File: src/design/mrfp_pkg.sv
// Shared types and constants for the meter reply frame parser.
// No dependencies; used by every module of the block.
package mrfp_pkg;

	localparam int BYTE_W  = 8;
	localparam int POS_W   = 4;
	localparam int SUM_W   = 16;
	localparam int NPAY    = 6;
	localparam int PIDX_W  = 3;
	localparam int CIDX_W  = 3;
	localparam int TDATA_W = 64;

	// Frame positions
	localparam logic [POS_W-1:0] POS_HDR1    = 4'd0;
	localparam logic [POS_W-1:0] POS_HDR2    = 4'd1;
	localparam logic [POS_W-1:0] POS_LEN     = 4'd2;
	localparam logic [POS_W-1:0] POS_CODE    = 4'd3;
	localparam logic [POS_W-1:0] POS_PAYLOAD = 4'd4;

	// Legal frame lengths
	localparam logic [BYTE_W-1:0] LEN_ACK  = 8'h02;
	localparam logic [BYTE_W-1:0] LEN_DATA = 8'h04;
	localparam logic [BYTE_W-1:0] LEN_INFO = 8'h08;

	// Configuration register indexes
	localparam logic [CIDX_W-1:0] REG_HDR1      = 3'd0;
	localparam logic [CIDX_W-1:0] REG_HDR2      = 3'd1;
	localparam logic [CIDX_W-1:0] REG_ACK_CODE  = 3'd2;
	localparam logic [CIDX_W-1:0] REG_DATA_CODE = 3'd3;
	localparam logic [CIDX_W-1:0] REG_INFO_CODE = 3'd4;

	// Register reset values
	localparam logic [BYTE_W-1:0] RST_HDR1      = 8'hAA;
	localparam logic [BYTE_W-1:0] RST_HDR2      = 8'h55;
	localparam logic [BYTE_W-1:0] RST_ACK_CODE  = 8'hF0;
	localparam logic [BYTE_W-1:0] RST_DATA_CODE = 8'hF6;
	localparam logic [BYTE_W-1:0] RST_INFO_CODE = 8'hF5;

	typedef enum logic [1:0] {
		KIND_ACK   = 2'd0,
		KIND_DATA  = 2'd1,
		KIND_INFO  = 2'd2,
		KIND_ERROR = 2'd3
	} reply_kind_t;

	typedef struct packed {
		logic [31:0] meter_id;
		logic [7:0]  meter_class;
		logic [7:0]  meter_range;
		logic [15:0] measured_value;
		reply_kind_t reply_kind;
	} result_t;

	typedef struct packed {
		logic              step;
		logic [BYTE_W-1:0] rx_byte;
	} step_t;

	typedef struct packed {
		logic    valid;
		result_t res;
	} result_out_t;

endpackage

File: src/design/meter_reply_frame_parser_core.sv
// Meter reply frame parser, top level.
// The closing byte's result passes the input stage and result registers to m_tvalid.
// Throughput: one byte per cycle; the single parse step between the input stage register
// and the result register sets that figure. The input stage only holds while a result waits.
// Reset (arst_n low, asynchronous): parser hunts the first header byte, registers take
// their default values, both stream sides empty.
module meter_reply_frame_parser_core (
	input  logic        clk,
	input  logic        arst_n,
	// receive stream
	input  logic        s_tvalid,
	output logic        s_tready,
	input  logic [7:0]  s_tdata,   // [7:0] rx_byte
	// result stream
	output logic        m_tvalid,
	input  logic        m_tready,
	output logic [63:0] m_tdata,   // [15:0] measured_value, [23:16] meter_range,
	                               // [31:24] meter_class, [63:32] meter_id
	output logic [1:0]  m_tuser,   // [1:0] reply_kind
	// register writes
	input  logic        cfg_we,
	input  logic [2:0]  cfg_index,
	input  logic [7:0]  cfg_data
);

	logic                        valid_s1;
	logic [mrfp_pkg::BYTE_W-1:0] byte_s1;
	logic                        take;
	mrfp_pkg::step_t             step;
	mrfp_pkg::result_out_t       result;

	// Parse the staged byte whenever the result slot is free or being drained this cycle.
	assign take         = valid_s1 && (!m_tvalid || m_tready);
	assign step.step    = take;
	assign step.rx_byte = byte_s1;

	mrfp_in_reg u_in (
		.clk      (clk),
		.arst_n   (arst_n),
		.s_tvalid (s_tvalid),
		.s_tready (s_tready),
		.s_tdata  (s_tdata),
		.take     (take),
		.valid_s1 (valid_s1),
		.byte_s1  (byte_s1)
	);

	// Header hunt, length check, running sum and result decode.
	mrfp_parser u_parser (
		.clk       (clk),
		.arst_n    (arst_n),
		.step_in   (step),
		.cfg_we    (cfg_we),
		.cfg_index (cfg_index),
		.cfg_data  (cfg_data),
		.result    (result)
	);

	mrfp_out_reg u_out (
		.clk      (clk),
		.arst_n   (arst_n),
		.result   (result),
		.m_tvalid (m_tvalid),
		.m_tready (m_tready),
		.m_tdata  (m_tdata),
		.m_tuser  (m_tuser)
	);

endmodule

File: src/design/mrfp_in_reg.sv
// Input stage register for the meter reply frame parser.
// Depends on mrfp_pkg.
module mrfp_in_reg (
	input  logic                       clk,
	input  logic                       arst_n,
	input  logic                       s_tvalid,
	output logic                       s_tready,
	input  logic [7:0]                 s_tdata,   // [7:0] rx_byte
	input  logic                       take,
	output logic                       valid_s1,
	output logic [mrfp_pkg::BYTE_W-1:0] byte_s1
);

	assign s_tready = !valid_s1 || take;

	always_ff @(posedge clk or negedge arst_n) begin
		if (!arst_n) begin
			valid_s1 <= 1'b0;
		end else if (s_tready) begin
			valid_s1 <= s_tvalid;
		end
	end

	always_ff @(posedge clk) begin
		if (s_tvalid && s_tready) begin
			byte_s1 <= s_tdata;
		end
	end

endmodule

File: src/design/mrfp_parser.sv
// Frame state, configuration registers and per-byte parse logic.
// Depends on mrfp_pkg.
module mrfp_parser (
	input  logic                        clk,
	input  logic                        arst_n,
	input  mrfp_pkg::step_t             step_in,
	input  logic                        cfg_we,
	input  logic [mrfp_pkg::CIDX_W-1:0] cfg_index,
	input  logic [mrfp_pkg::BYTE_W-1:0] cfg_data,
	output mrfp_pkg::result_out_t       result
);

	logic [mrfp_pkg::BYTE_W-1:0] hdr1_q, hdr2_q, ack_code_q, data_code_q, info_code_q;
	logic [mrfp_pkg::POS_W-1:0]  pos_q, pos_d;
	logic [mrfp_pkg::BYTE_W-1:0] len_q, len_d, code_q, code_d, chk_hi_q, chk_hi_d;
	logic [mrfp_pkg::SUM_W-1:0]  sum_q, sum_d;
	logic [mrfp_pkg::BYTE_W-1:0] payload_q [mrfp_pkg::NPAY];
	logic                        pay_we;
	logic [mrfp_pkg::PIDX_W-1:0] pay_idx;
	logic [mrfp_pkg::BYTE_W-1:0] b;
	logic [mrfp_pkg::BYTE_W-1:0] pos8, pay_end;
	logic [mrfp_pkg::POS_W-1:0]  pos_off;
	logic [mrfp_pkg::SUM_W-1:0]  sum_add;

	// Configuration
	always_ff @(posedge clk or negedge arst_n) begin
		if (!arst_n) begin
			hdr1_q      <= mrfp_pkg::RST_HDR1;
			hdr2_q      <= mrfp_pkg::RST_HDR2;
			ack_code_q  <= mrfp_pkg::RST_ACK_CODE;
			data_code_q <= mrfp_pkg::RST_DATA_CODE;
			info_code_q <= mrfp_pkg::RST_INFO_CODE;
		end else if (cfg_we) begin
			unique case (cfg_index)
				mrfp_pkg::REG_HDR1:      hdr1_q      <= cfg_data;
				mrfp_pkg::REG_HDR2:      hdr2_q      <= cfg_data;
				mrfp_pkg::REG_ACK_CODE:  ack_code_q  <= cfg_data;
				mrfp_pkg::REG_DATA_CODE: data_code_q <= cfg_data;
				mrfp_pkg::REG_INFO_CODE: info_code_q <= cfg_data;
				default: ;
			endcase
		end
	end

	assign b       = step_in.rx_byte;
	assign pos8    = {{(mrfp_pkg::BYTE_W-mrfp_pkg::POS_W){1'b0}}, pos_q};
	// first checksum byte sits at 4 + (len - 2)
	assign pay_end = len_q + 8'd2;
	assign pos_off = pos_q - mrfp_pkg::POS_PAYLOAD;
	assign sum_add = sum_q + {8'd0, b};

	always_comb begin
		pos_d   = pos_q;
		len_d   = len_q;
		code_d  = code_q;
		sum_d   = sum_q;
		chk_hi_d = chk_hi_q;
		pay_we  = 1'b0;
		pay_idx = pos_off[mrfp_pkg::PIDX_W-1:0];
		result.valid = 1'b0;
		result.res   = '0;
		result.res.reply_kind = mrfp_pkg::KIND_ERROR;

		if (pos_q == mrfp_pkg::POS_HDR1) begin
			if (b == hdr1_q) pos_d = mrfp_pkg::POS_HDR2;
		end else if (pos_q == mrfp_pkg::POS_HDR2) begin
			if (b == hdr2_q)      pos_d = mrfp_pkg::POS_LEN;
			else if (b != hdr1_q) pos_d = mrfp_pkg::POS_HDR1;
		end else if (pos_q == mrfp_pkg::POS_LEN) begin
			if (b != mrfp_pkg::LEN_ACK && b != mrfp_pkg::LEN_DATA && b != mrfp_pkg::LEN_INFO) begin
				result.valid = 1'b1;
				pos_d  = mrfp_pkg::POS_HDR1;
				len_d  = '0;
				code_d = '0;
				sum_d  = '0;
				chk_hi_d = '0;
			end else begin
				len_d = b;
				sum_d = {8'd0, b};
				pos_d = mrfp_pkg::POS_CODE;
			end
		end else if (pos_q == mrfp_pkg::POS_CODE) begin
			code_d = b;
			sum_d  = sum_add;
			pos_d  = mrfp_pkg::POS_PAYLOAD;
		end else if (pos8 < pay_end) begin
			pay_we = 1'b1;
			sum_d  = sum_add;
			pos_d  = pos_q + 4'd1;
		end else if (pos8 == pay_end) begin
			chk_hi_d = b;
			pos_d    = pos_q + 4'd1;
		end else begin
			// checksum low byte closes the frame
			result.valid = 1'b1;
			if ({chk_hi_q, b} == sum_q) begin
				if (len_q == mrfp_pkg::LEN_ACK && code_q == ack_code_q) begin
					result.res.reply_kind = mrfp_pkg::KIND_ACK;
				end else if (len_q == mrfp_pkg::LEN_DATA && code_q == data_code_q) begin
					result.res.reply_kind     = mrfp_pkg::KIND_DATA;
					result.res.measured_value = {payload_q[1], payload_q[0]};
				end else if (len_q == mrfp_pkg::LEN_INFO && code_q == info_code_q) begin
					result.res.reply_kind  = mrfp_pkg::KIND_INFO;
					result.res.meter_range = payload_q[0];
					result.res.meter_class = payload_q[1];
					result.res.meter_id    = {payload_q[5], payload_q[4],
					                          payload_q[3], payload_q[2]};
				end
			end
			pos_d  = mrfp_pkg::POS_HDR1;
			len_d  = '0;
			code_d = '0;
			sum_d  = '0;
			chk_hi_d = '0;
		end

		if (!step_in.step) begin
			result.valid = 1'b0;
		end
	end

	always_ff @(posedge clk or negedge arst_n) begin
		if (!arst_n) begin
			pos_q    <= mrfp_pkg::POS_HDR1;
			len_q    <= '0;
			code_q   <= '0;
			sum_q    <= '0;
			chk_hi_q <= '0;
		end else if (step_in.step) begin
			pos_q    <= pos_d;
			len_q    <= len_d;
			code_q   <= code_d;
			sum_q    <= sum_d;
			chk_hi_q <= chk_hi_d;
		end
	end

	always_ff @(posedge clk) begin
		if (step_in.step && pay_we) begin
			payload_q[pay_idx] <= b;
		end
	end

endmodule

File: src/design/mrfp_out_reg.sv
// Result register driving the master-side stream of the parser.
// Depends on mrfp_pkg.
module mrfp_out_reg (
	input  logic                         clk,
	input  logic                         arst_n,
	input  mrfp_pkg::result_out_t        result,
	output logic                         m_tvalid,
	input  logic                         m_tready,
	output logic [mrfp_pkg::TDATA_W-1:0] m_tdata,  // [15:0] measured_value, [23:16] meter_range,
	                                               // [31:24] meter_class, [63:32] meter_id
	output logic [1:0]                   m_tuser   // [1:0] reply_kind
);

	mrfp_pkg::result_t res_q;

	always_ff @(posedge clk or negedge arst_n) begin
		if (!arst_n) begin
			m_tvalid <= 1'b0;
		end else if (result.valid) begin
			m_tvalid <= 1'b1;
		end else if (m_tready) begin
			m_tvalid <= 1'b0;
		end
	end

	always_ff @(posedge clk) begin
		if (result.valid) begin
			res_q <= result.res;
		end
	end

	assign m_tdata = {res_q.meter_id, res_q.meter_class, res_q.meter_range, res_q.measured_value};
	assign m_tuser = res_q.reply_kind;

endmodule
File: config.mk
export PLATFORM = sky130hd
export DESIGN_NAME = meter_reply_frame_parser_core
export DESIGN_NICKNAME = d
export VERILOG_FILES = /design/src/design/mrfp_pkg.sv /design/src/design/meter_reply_frame_parser_core.sv /design/src/design/mrfp_in_reg.sv /design/src/design/mrfp_parser.sv /design/src/design/mrfp_out_reg.sv
export SDC_FILE = /design/constraint.sdc
export NUM_CORES = 1
export LEC_CHECK = 0
export BUFFER_PORTS_ARGS = -buffer_cell sky130_fd_sc_hd__buf_2
export CAP_MARGIN = 10
export CORE_ASPECT_RATIO = 0.75
export CORE_MARGIN = 2
export CORE_UTILIZATION = 50
export CTS_CLUSTER_SIZE = 12
export DETAILED_ROUTE_END_ITERATION = 16
export PLACE_DENSITY = 0.77
export SETUP_SLACK_MARGIN = 0.3
export SLEW_MARGIN = 0
export SYNTH_ARGS = -nofsm -noshare
export SYNTH_HDL_FRONTEND = slang
export SYNTH_SLANG_ARGS = --single-unit
File: constraint.sdc
create_clock -name clk -period 5.45 [get_ports clk]
set_input_delay 1.09 -clock clk [delete_from_list [all_inputs] [get_ports clk]]
set_output_delay 1.09 -clock clk [all_outputs]
set_load 0.02 [all_outputs]
# Word level (Yosys, flattened, before mapping)

Memories as Yosys holds them, arrays and structs flattened.
Index checks and enable logic that the tools add are counted.

Add/subtract/negate cells: 4
Magnitude comparators: 1
Eq/ne operators: 30
Mux-type cells: 53
Bitwise operators: 5
Reductions and logical operators: 28

Operator list:

| cell                                                | number |
|---|---|
| 2-to-1 mux 67 bit                                   | 5 |
| 2-to-1 mux 66 bit                                   | 2 |
| 2-to-1 mux 8 bit                                    | 13 |
| 2-to-1 mux 48 bit                                   | 2 |
| 2-to-1 mux 16 bit                                   | 5 |
| 2-to-1 mux 64 bit                                   | 1 |
| equality test 8 bit                                 | 5 |
| 2-to-1 mux 4 bit                                    | 9 |
| AND reduction 6 bit                                 | 3 |
| adder 16 x 8 -> 16 bit                              | 1 |
| equality test 16 bit                                | 1 |
| 2-to-1 mux 1 bit                                    | 13 |
| AND reduction 2 bit                                 | 5 |
| OR reduction 10 bit                                 | 1 |
| OR reduction 9 bit                                  | 1 |
| adder 8 x 2 -> 8 bit, second input constant         | 1 |
| equality test 4 x 2 -> 1 bit, second input constant | 2 |
| equality test 4 x 8 -> 1 bit                        | 1 |
| equality test 8 x 2 -> 1 bit, second input constant | 1 |
| equality test 8 x 3 -> 1 bit, second input constant | 1 |
| equality test 8 x 4 -> 1 bit, second input constant | 1 |
| logical AND 1 bit                                   | 8 |
| less-than comparator 4 x 8 -> 1 bit                 | 1 |
| != test 8 x 2 -> 1 bit, second input constant       | 1 |
| other kinds (24)                                    | 37 |

Register bits after elaboration: 160
RAM bits: 48
Input port bits: 24
Output and inout port bits: 68
Word-level logic and storage cells: 140
Memories kept: 1

Memory list:

| memory             | words | bits a word | rd ports | clocked after memory_dff | write ports | line              | source |
|---|---|---|---|---|---|---|---|
| u_parser.payload_q | 6     | 8           | 6        | 0                        | 1           | mrfp_parser.sv:17 | `logic [mrfp_pkg::BYTE_W-1:0] payload_q [mrfp_pkg::NPAY];` |

# Depth between registers and ports, before layout

Gate-level depths: netlist (run 1).

Depth after elaboration: 14
Depth in mapped cells: 11
Gate-level depth less buffers: 9

# Cells and area by module

Synthesis (run 1) repeated with hierarchy kept, for this count alone.

Cells, all modules: 654
Area, all modules: 9096.2 um2

By module, submodules not included:

| module                        | times used | cells each | area each (um2) | seq. area each (um2) |
|---|---|---|---|---|
| mrfp_parser                   | 1          | 571        | 6772.7          | 3573.4 |
| mrfp_out_reg                  | 1          | 69         | 2018.2          | 2006.9 |
| mrfp_in_reg                   | 1          | 12         | 294.0           | 265.3 |
| meter_reply_frame_parser_core | 1          | 2          | 11.3            | 0.0 |

# Least setup slack after synthesis (run 1)

No wires, ideal clock.

Path type: reg-to-reg
From: register u_parser.len_q[1] (netlist bit)
To: register u_out.res_q, in the netlist u_out.m_tdata[0], enable pin
Library setup time: 0.509 ns
Data arrival time: 4.960 ns
Setup slack: -0.019 ns
Stages on the path, launching flop included: 9
Path buffers: 0
Clock period less this slack: 5.469 ns
Cells stage by stage: dfrtp_1 -> ha_1 -> xnor2_1 -> ha_1 -> and4b_1 -> a211oi_2 -> nor3_4 -> nand2_1 -> a21boi_1

RTL lines:

| item                   | line               | source |
|---|---|---|
| from (decl)            | mrfp_parser.sv:15  | `logic [mrfp_pkg::BYTE_W-1:0] len_q, len_d, code_q, code_d, chk_hi_q, chk_hi_d;` |
| from (signal assigned) | mrfp_parser.sv:131 | `len_q <= len_d;` |
| to (signal assigned)   | mrfp_out_reg.sv:28 | `res_q <= result.res;` |
| to (decl)              | mrfp_out_reg.sv:14 | `mrfp_pkg::result_t res_q;` |

# Worst setup path in the final report (run 1)

From: register u_parser.len_q[1] (netlist bit)
To: register u_parser.sum_q[11] (netlist bit)

Cells in the longest elaborated chain, start to end: 5
Elaborated cells between the ends (all ways): 8

Ends and longest elaborated chain:

| item                                | line               | source |
|---|---|---|
| adder 8 x 2 -> 8 bit *              | mrfp_parser.sv:48  | `assign pay_end = len_q + 8'd2;` |
| less-than comparator 4 x 8 -> 1 bit | mrfp_parser.sv:86  | `end else if (pos8 < pay_end) begin` |
| 2-to-1 mux 16 bit                   | mrfp_parser.sv:86  |  |
| 2-to-1 mux 16 bit                   | mrfp_parser.sv:82  | `end else if (pos_q == mrfp_pkg::POS_CODE) begin` |
| 2-to-1 mux 16 bit                   | mrfp_parser.sv:69  | `end else if (pos_q == mrfp_pkg::POS_LEN) begin` |
| to (signal assigned)                | mrfp_parser.sv:133 | `sum_q <= sum_d;` |
| to (decl)                           | mrfp_parser.sv:16  | `logic [mrfp_pkg::SUM_W-1:0] sum_q, sum_d;` |

Every way passes the cells marked *; elsewhere a longest branch is shown, timed or not.
A chain may end at the register's enable or synchronous reset.

==> metrics list, run 1 <==
- The setup path with the least slack is of type reg2reg.
- The detailed router placed 5,718 vias in this run.
- PwrDens: 488.7 nW/um^2
* Syn Std Cell Area: 9062 sq um
- The via count of the first global-routing pass is 5,673.
- The congestion estimate from routability-driven global placement came to 0.9270.
- Multiplexer fraction of the synthesized cell area: 5.219%
- In this run the horizontal extent of the chip is 159.5 um.
- Shortest clock period the worst path allows after layout: 3.399 ns
- From synthesis to final layout, the design area changed by 14.62%.
* Antenna viol nets, final: 0
* Reg power frac: 45.2%
- CTS saw 208 sinks.
- The analysis attributes to net switching a power of 1708 uW.
- 92 I/O pins were placed.
* Die H: 120.6 um
- Required time at the worst-slack endpoint: 5.87 ns
- The first TritonRoute pass finished after 5 iterations.
- The max-slew violation count was 0.
- The analysis attributes to cell leakage a power of 0.004014 uW.
- Internal power: 3369 uW
- Tcrit/Tclk final: 62.37%
* Grt total ovfl: 0
* Post-synthesis instance total: 662
- Run status: finished, final reports clean
- For this block, the initial DRC count from the detailed router was 571.
* Global router's overall resource usage: 20.22%
- On the critical path the largest part of the delay comes from simple AND/OR/NAND/NOR gates.
- Post-synthesis xor/xnor area fraction: 5.412%
- The tool flagged a number of max-cap violations equal to 0.
* Area fraction in compound gates after synthesis: 6.613%
* Floorplan Core Area: 17,710 sq um
- After detailed routing, the number of remaining DRC violations is 0.
- Counting both buffers and inverters, the worst setup path holds a total of 0.
* Placement row count: 42
- Per report_power, the combinational group accounts for 29.0% of the total.
- After clock tree synthesis, the repair step resized 0 gates.
- The clock network accounts for 25.8% of the total power.
- Fraction of the mapped netlist area in simple logic gates: 14.25%
- After clock tree synthesis, the flow added hold-fix buffers numbering 0.
- Counting flops with a built-in enable in the synthesized netlist gives 122.
- Number of storage elements in the synthesis netlist: 208
* Sequential fraction of the synthesis area: 64.50%
- Synthesis produced a netlist with a net count of 704.
- Once the floorplan was initialized, standard cells occupied 51.17% of the core.
- Of all flip-flops after synthesis, the portion carrying an async set or reset was 41.35%.
- Total wire length after detailed routing: 19,100 um
- The number of clock buffers added by TritonCTS is 21.
- Port-buffer cells: 91
- For the worst-skew pair, the clock arrives at the later sink with an insertion delay of 0.50 ns.
* Least-Margin Pin Slew: 1.104 ns
- Sw Share: 33.64%
- Post-CTS repair timing setup buffer count: 0
- The largest single stage delay on the critical path is 0.64 ns.
- Mean number of vias per cell: 5.606
- The count of final hold-check violations is 0.
- Hold Slack: 0.4897 ns
* Worst slew margin relative to its limit: 26.37%
* Combinational family with the most area after synthesis: simple AND/OR/NAND/NOR gates
- The floorplan step defined a die boundary enclosing 19,230 sq um.
* Endpoint kind of the worst setup timing path: flop
- H-tree lvl count: 1
* Count of different cell masters after synthesis: 66
- TritonCTS built the clock tree.
* Total of endpoints with negative setup slack in the final report: 0
* Number of buffers on the longest clock path: 3
- Arithmetic-cell share of the synthesized area counting full adders, half adders and majority gates: 2.568%
- The critical path goes through ha_1 > xnor2_1 > ha_1 > and4b_1 > a211o_1 > nand4_1 > nand2_1 > or4_1 > a21oi_1.
* Antenna violations before repair: 0
- The cell that appears most often on the critical path is ha_1.
- Sum of net half-perimeters after detailed placement: 12,760 um
- Arrival time worst endpoint: 3.82 ns
- Clk_skew: 0.01260 ns
* Primary flip-flop cell chosen by synthesis mapping: edfxtp_1
* Final nets: 806
- Timing would allow up to 294.2 MHz.
- The first global-routing pass estimated 30,780 um of wire.
* Worst min path class: reg2reg
- Maximum number of pins on one net before global-route repair: 87
* RSZ-0062 raised after global routing: false
- Total negative slack for setup checks: 0 ns
- Average size of a mapped cell: 13.69 sq um
- Maximum fanout along the worst path: 20
- Detail-routed net length per standard cell: 18.72 um
- The tree is rooted in a clkbuf_16.
* Clock-pin slew reported for the worst setup and hold paths after clock tree synthesis: 0.07 ns
- IR analysis of the VDD net gives a maximum drop of 0.2849 mV.
- The slowest stage of the critical path is the or4_1 cell.
- Nature of the critical path startpoint: flop
- The Yosys step of the flow raised 0 warnings.
* Layout cells sized above 1: 26.35%
* Number of flip-flops under the largest register name: 64
- Number of diodes: 0
-- synthesized netlist by cell type, drive strengths merged (2+ instances only) --
master	number	area, sq um
edfxtp	122	3664
and2	74	462.9
dfrtp	62	1551
nand2	52	195.2
mux2	42	473.0
xnor2	38	332.8
o21ai	31	155.2
dfstp	24	630.6
nor2	24	100.1
nand3	21	110.1
xor2	18	157.7
ha	17	212.7
nand4	14	87.58
nor3	11	77.57
buf	10	66.31
inv	10	37.54
nor4	10	83.83
a21oi	9	45.04
a22o	8	70.07
clkbuf	7	26.28
o31ai	7	66.31
or4	4	30.03
a211oi	3	27.52
a21o	3	22.52
a211o	2	17.52
a21bo	2	20.02
a21boi	2	15.02
a311oi	2	17.52
and3	2	12.51
and4	2	17.52
nand2b	2	12.51
nor3b	2	20.02
nor4b	2	17.52
o211ai	2	15.01
o41ai	2	17.52
or3	2	12.51
-- worst register-to-register path, delay by kind of cell, from the launching register on --
kind / cells / cell delay, ns
compound gates: 2 / 0.46
fa+ha+maj: 2 / 0.67
flops: 1 / 0.45
simple gates: 4 / 1.59
xor+xnor: 1 / 0.16
-- layout by cell type (no fill, tap or decap), types with 18 or more instances in the layout --
cell type | netlist | routed
nand3_1 | 20 | 20
o21ai_1 | 19 | 19
buf_2 | 5 | 91
nand2_1 | 52 | 52
mux2_2 | 42 | 42
xnor2_1 | 38 | 38
edfxtp_1 | 122 | 122
dfstp_2 | 24 | 24
and2_1 | 74 | 74
xor2_1 | 18 | 18
clkbuf_16 | 0 | 21
dfrtp_1 | 62 | 62
nor2_1 | 22 | 22
-- power groups by stage --
stage / clock, uW / combinational [uW] / sequential, uW
floorplan: 0 / 931 / 2430
global placement: 0 / 1420 / 2300
detailed placement: 0 / 1460 / 2320
CTS: 1330 / 1470 / 2290
global route: 1400 / 1610 / 2330
finish: 1310 / 1470 / 2290
-- area by class of cell --
type,instances,area [sq um]
Inverter,10,37.54
Multi-Input combinational cell,427,3098
Sequential cell,208,5846
Timing Repair Buffer,96,493.0
Fill cell,1362,7322
Tap cell,242,302.8
Clock inverter,2,12.51
Clock buffer,35,598.1
-- routing by layer --
metal / vias to the layer above / routed length (um) / track usage [%] / part of all wire, %
li1: 2610 / - / - / -
met1: 2829 / 9026 / 30.50 / 47
met2: 253 / 8265 / 30.63 / 43
met3: 26 / 1555 / 3.945 / 8.1
met4: 0 / 247 / 4.602 / 1.3
met5: - / 0 / 0 / 0
-- cell families (layout without fill, tap and decap cells) --
| group | Yosys count | after routing |
|---|---|---|
| flip-flops | 208 | 208 |
| multiplexers | 42 | 42 |
| AO/OA/AOI/OAI | 83 | 83 |
| buffers and inverters | 27 | 143 |
| AND/OR/NAND/NOR | 228 | 228 |
| adder cells (fa/ha/maj) | 18 | 18 |
| XOR/XNOR | 56 | 56 |
-- metrics by stage --
stage                     total power [uW]  utilization, %  instance area (sq um)  setup WS [ns]  cells
after floorplan                       3357               -                   9066          1.399    662
after global placement                3723           55.18                   9772          2.258    982
after detailed placement              3775           55.18                   9772          2.142    982
after CTS                             5088           58.63                  10380          2.094   1019
after global routing                  5340           58.65                  10390          1.917   1020
final                                 5077           58.65                  10390          2.051   1020
-- final timing paths --
| kind | start | endpoint | slack, ns | cells past startpoint |
|---|---|---|---|---|
| min in group asynchronous | arst_n | u_parser.sum_q[10] | 0.79 | 1 |
| min reg2reg | u_parser.sum_q[6] | u_parser.sum_q[6] | 0.49 | 2 |
| max reg2reg | u_parser.len_q[1] | u_parser.sum_q[11] | 2.05 | 9 |
| min | u_parser.sum_q[6] | u_parser.sum_q[6] | 0.49 | 2 |
| max | u_parser.len_q[1] | u_parser.sum_q[11] | 2.05 | 9 |
| max in group asynchronous | arst_n | u_parser.hdr1_q[4] | 3.93 | 1 |
(Power assumes the default switching activity.)
==> inputs of run 2 (changes only) <==
--- a/config.mk
+++ b/config.mk
@@ -5,6 +5,7 @@
 export SDC_FILE = /design/constraint.sdc
 export NUM_CORES = 1
 export LEC_CHECK = 0
+export ABC_AREA = 1
 export BUFFER_PORTS_ARGS = -buffer_cell sky130_fd_sc_hd__buf_2
 export CAP_MARGIN = 10
 export CORE_ASPECT_RATIO = 0.75
@@ -12,7 +13,7 @@
 export CORE_UTILIZATION = 50
 export CTS_CLUSTER_SIZE = 12
 export DETAILED_ROUTE_END_ITERATION = 16
-export PLACE_DENSITY = 0.77
+export PLACE_DENSITY = 0.74
 export SETUP_SLACK_MARGIN = 0.3
 export SLEW_MARGIN = 0
 export SYNTH_ARGS = -nofsm -noshare
==> constraint.sdc (replaced) <==
create_clock -name clk -period 3.35 [get_ports clk]
set_input_delay 0.67 -clock clk [delete_from_list [all_inputs] [get_ports clk]]
set_output_delay 0.67 -clock clk [all_outputs]
set_load 0.02 [all_outputs]
==> run 2 against run 1 <==
  * Register-to-register slack got worse by 1.5 ns
  * Clock power increased by 66%
  * Utilization grew 0.91 points
  * Combinational power increased by 54%
  * Worst setup slack got worse by 1.5 ns
  * Sequential cell count is the same
  * Cell count increased by 33%
  * Global-route usage up 0.49 points
  * Critical path type unchanged
  * Critical endpoint is now u_parser.payload_q[5][3]
  * Largest cell class unchanged
==> metrics list, run 2 <==
* Run status: finished, final reports clean
* Most repeated cell in the gate-level netlist after synthesis: nand2_1
- The initialized floorplan defines 43 standard-cell rows.
- The die is 123.6 um tall.
- Instance area after placement: 10,390 sq um
- Antenna viol nets, final: 0
- Once layout is complete, the utilization of the core stands at 59.57%.
- The synthesized netlist occupies a cell area of 9528 sq um.
- The worst register-to-register path has a setup slack of 0.58 ns.
* Shortest clock period the worst path allows after layout: 2.768 ns
- In this run the tightest slew margin relative to its limit is 56.83%.
* Number of storage elements in the synthesis netlist: 208
* Clock tree from TritonCTS: built
* Post-synthesis xor/xnor area fraction: 4.504%
- Worst reg2reg endpoint: u_parser.payload_q[5][3]
- Once routing completed, OpenROAD measured the worst setup slack at 0.5822 ns.
- Fraction of the mapped netlist area in simple logic gates: 20.49%
- At the pin with the least slew margin, the transition time is 0.6476 ns.
- Number of diodes: 0
* Hold buffers post-CTS: 0
- Total negative slack for setup checks: 0 ns
- Counting tap cells, the placed design contains a total of 1,312 instances.
- The filler cells instantiated in the layout total 1,516.
- The wire-length estimate of the detail-placed layout is 14,050 um.
- Primary flip-flop cell chosen by synthesis mapping: edfxtp_1
- Global placer's final weighted congestion: 0.8812
* Initial Util: 51.33%
- The share of the Yosys chip area taken by registers is 61.35%.
* Average size of a mapped cell: 9.772 sq um
- Dividing total power by cell area gives a power density of 722.7 nW/um^2.
* Top library cells by usage in the layout, fill and taps aside: 235 x nand2_1, 133 x inv_1, 122 x edfxtp_1
- In this run the horizontal extent of the chip is 163.4 um.
* Max-cap violations: 0
- After clock tree synthesis, the setup repair step added 0 buffers.
- Setup repair after global routing left no endpoint under its margin.
- Entering global routing, the biggest net connects 67 pins.
- Syn nets: 1,017
- Number of hold-slack violations in the final timing report: 0
- Total wire length after detailed routing: 20,350 um
- Post-synthesis instance total: 975
* Clock-pin slew reported for the worst setup and hold paths after clock tree synthesis: 0.06 ns
- For this run, design rule violations remaining after detail routing come to 0.
- Worst min path class: in2async
- Required time at the worst-slack endpoint: 3.55 ns
* Number of flops mapped to enable cells by yosys: 122
- Port-buffer cells: 91
* Number of sinks driven by the clock tree: 208
- After detailed routing, the average wire length per cell comes to 15.05 um.
* Area fraction in compound gates after synthesis: 4.662%
- Total of endpoints with negative setup slack in the final report: 0
- Leakage component of the power: 0.005145 uW
- Number of flip-flops under the largest register name: 64
- Based on the critical path, the design can be clocked at up to 361.3 MHz.
- Worst supply voltage drop on vdd: 0.3779 mV
* Leading cell type in the layout, fill and taps excluded: nand2_1
- Die area: 20,190 sq um
* Vias: 6,763
* Tcrit/Tclk final: 82.62%
- Final std cells w/o fill: 1,352
* Relative area change from synthesis to final layout: 16.05%
- Source-to-sink clock delay at the later pin of the worst-skew pair: 0.50 ns
* Pre-Repair DR Iteration Count: 5
- Startpoint of the worst register-to-register path: u_parser.len_q[1]
* Area share of the largest cell type after synthesis: 38.45%
- Async set or reset register ratio after synthesis: 41.35%
* H-tree lvl count: 1
- The clock arrives with 0.01076 ns of skew.
- Yosys mapped the design onto 33 distinct sky130hd cell types.
- Nature of the critical path startpoint: flop
- Antenna violations before repair: 0
* Top-level port count: 92
* Maximum fanout along the worst path: 8
- Mean number of vias per cell: 5.002
* Number of buffers on the longest clock path: 3
* Via count of the first global-routing pass: 6,271
- The synthesized netlist devotes 2.443% of its cell area to adder and majority cells.
* Multiplexer fraction of the synthesized cell area: 0%
* Final nets: 1,131
- The max-slew violation count came to 0.
- First-pass GRT wire length: 32,450 um
* Cell type contributing the most total cell area after synthesis: edfxtp_1
- Sorting the synthesized cells by area gives the leading types as edfxtp_1 38%, dfrtp_1 16%, nand2_1 9.3%, dfstp_2 6.6%, inv_1 5.2%.
- Floorplan Core Area: 18,560 sq um
* Global router's overall resource usage: 20.71%
- Timing analysis after detailed placement gives a worst setup slack of 0.3362 ns.
- Number of clock buffers inserted by TritonCTS: 22
- Layout cells sized above 1: 18.82%
* Post-Layout Inst Area: 11,060 sq um
* Endpoint kind of the worst setup timing path: flop
- Gates resized during post-CTS repair numbered 1.
- Yosys Warn Count: 0
- The tree is rooted in a clkbuf_16.
- The total overflow left after global routing is 0.
* Worst setup path category: reg2reg
- Counting cells, the worst reg-to-reg path comes to 13.
- The first routing iteration left 576 violations.
- Combinational family with the most area after synthesis: simple AND/OR/NAND/NOR gates
* Arrival time worst endpoint: 2.97 ns
- Ranked by instance count, the synthesized netlist is headed by 236 x nand2_1, 133 x inv_1, 122 x edfxtp_1.
==> run 2: cell types whose count changed in the layout (fill, tap and decap cells not counted), moves of 15 or more <==
cell,delta
nand2_1,+183
inv_1,+123
nor2_1,+92
and2_1,-74
o21ai_0,+50
mux2_2,-42
nand3_1,+25
nor2_2,+22
o21ai_1,-15
==> run 2: how the worst max path moves through the flow <==
stage / start / to / slack [ns] / cells after the start
floorplan: u_parser.len_q[1] / u_out.m_tdata[0] / 0.31 / 11
global placement: u_parser.len_q[1] / u_parser.payload_q[0][4] / 0.43 / 13
detailed placement: u_parser.len_q[1] / u_parser.payload_q[1][3] / 0.34 / 13
CTS: u_parser.len_q[1] / u_parser.payload_q[1][4] / 0.40 / 11
global route: u_parser.len_q[1] / u_parser.payload_q[5][1] / 0.37 / 13
finish: u_parser.len_q[1] / u_parser.payload_q[5][3] / 0.58 / 13
==> run 2: final cells by class <==
class | count | area, sq um | area share, %
Clock buffer | 35 | 609.3 | 5.511
Clock inverter | 5 | 40.04 | 0.3621
Inverter | 135 | 506.7 | 4.583
Multi-Input combinational cell | 610 | 3093 | 27.97
Sequential cell | 208 | 5846 | 52.87
Tap cell | 247 | 309.0 | 2.795
Timing Repair Buffer | 112 | 653.1 | 5.907
==> run 2: worst max-delay path: stages, from the launching register on <==
cell,delay [ns]
dfrtp_1,0.44
ha_2,0.24
xnor2_1,0.13
ha_1,0.31
nand2_1,0.09
inv_1,0.05
nand2_1,0.06
nand2_1,0.12
nand2_1,0.17
nand2_1,0.16
nor2_4,0.19
nand2_2,0.15
nor3_1,0.18
buf_4,0.19
==> run 2: cell families after synthesis <==
group                      after synthesis
adders and majority gates               18
AOI/OAI and AO/OA                       84
DFF                                    208
and+or+nand+nor                        459
buffers and inverters                  157
xor gates and xnor gates                49
==> run 2: layer usage <==
metal	vias to the layer above	wire length (um)	track usage [%]	share of wire, %
met2	221	8980	32.30	44
met1	3163	9713	30.99	48
met4	0	276	3.650	1.4
met5	-	0	0	0
li1	3357	-	-	-
met3	22	1374	3.656	6.8
==> run 2: power breakdown <==
group / switching (uW) / internal [uW]
logic: 1500 / 766
clock network: 931 / 1250
registers: 315 / 3220
==> run 2: per-stage QoR <==
stage,hold slack (ns),power (uW)
floorplan,0.3744,5161
global placement,0.4777,5749
detailed placement,0.4844,5792
CTS,0.2231,7999
global route,0.2498,8509
finish,0.2082,7991
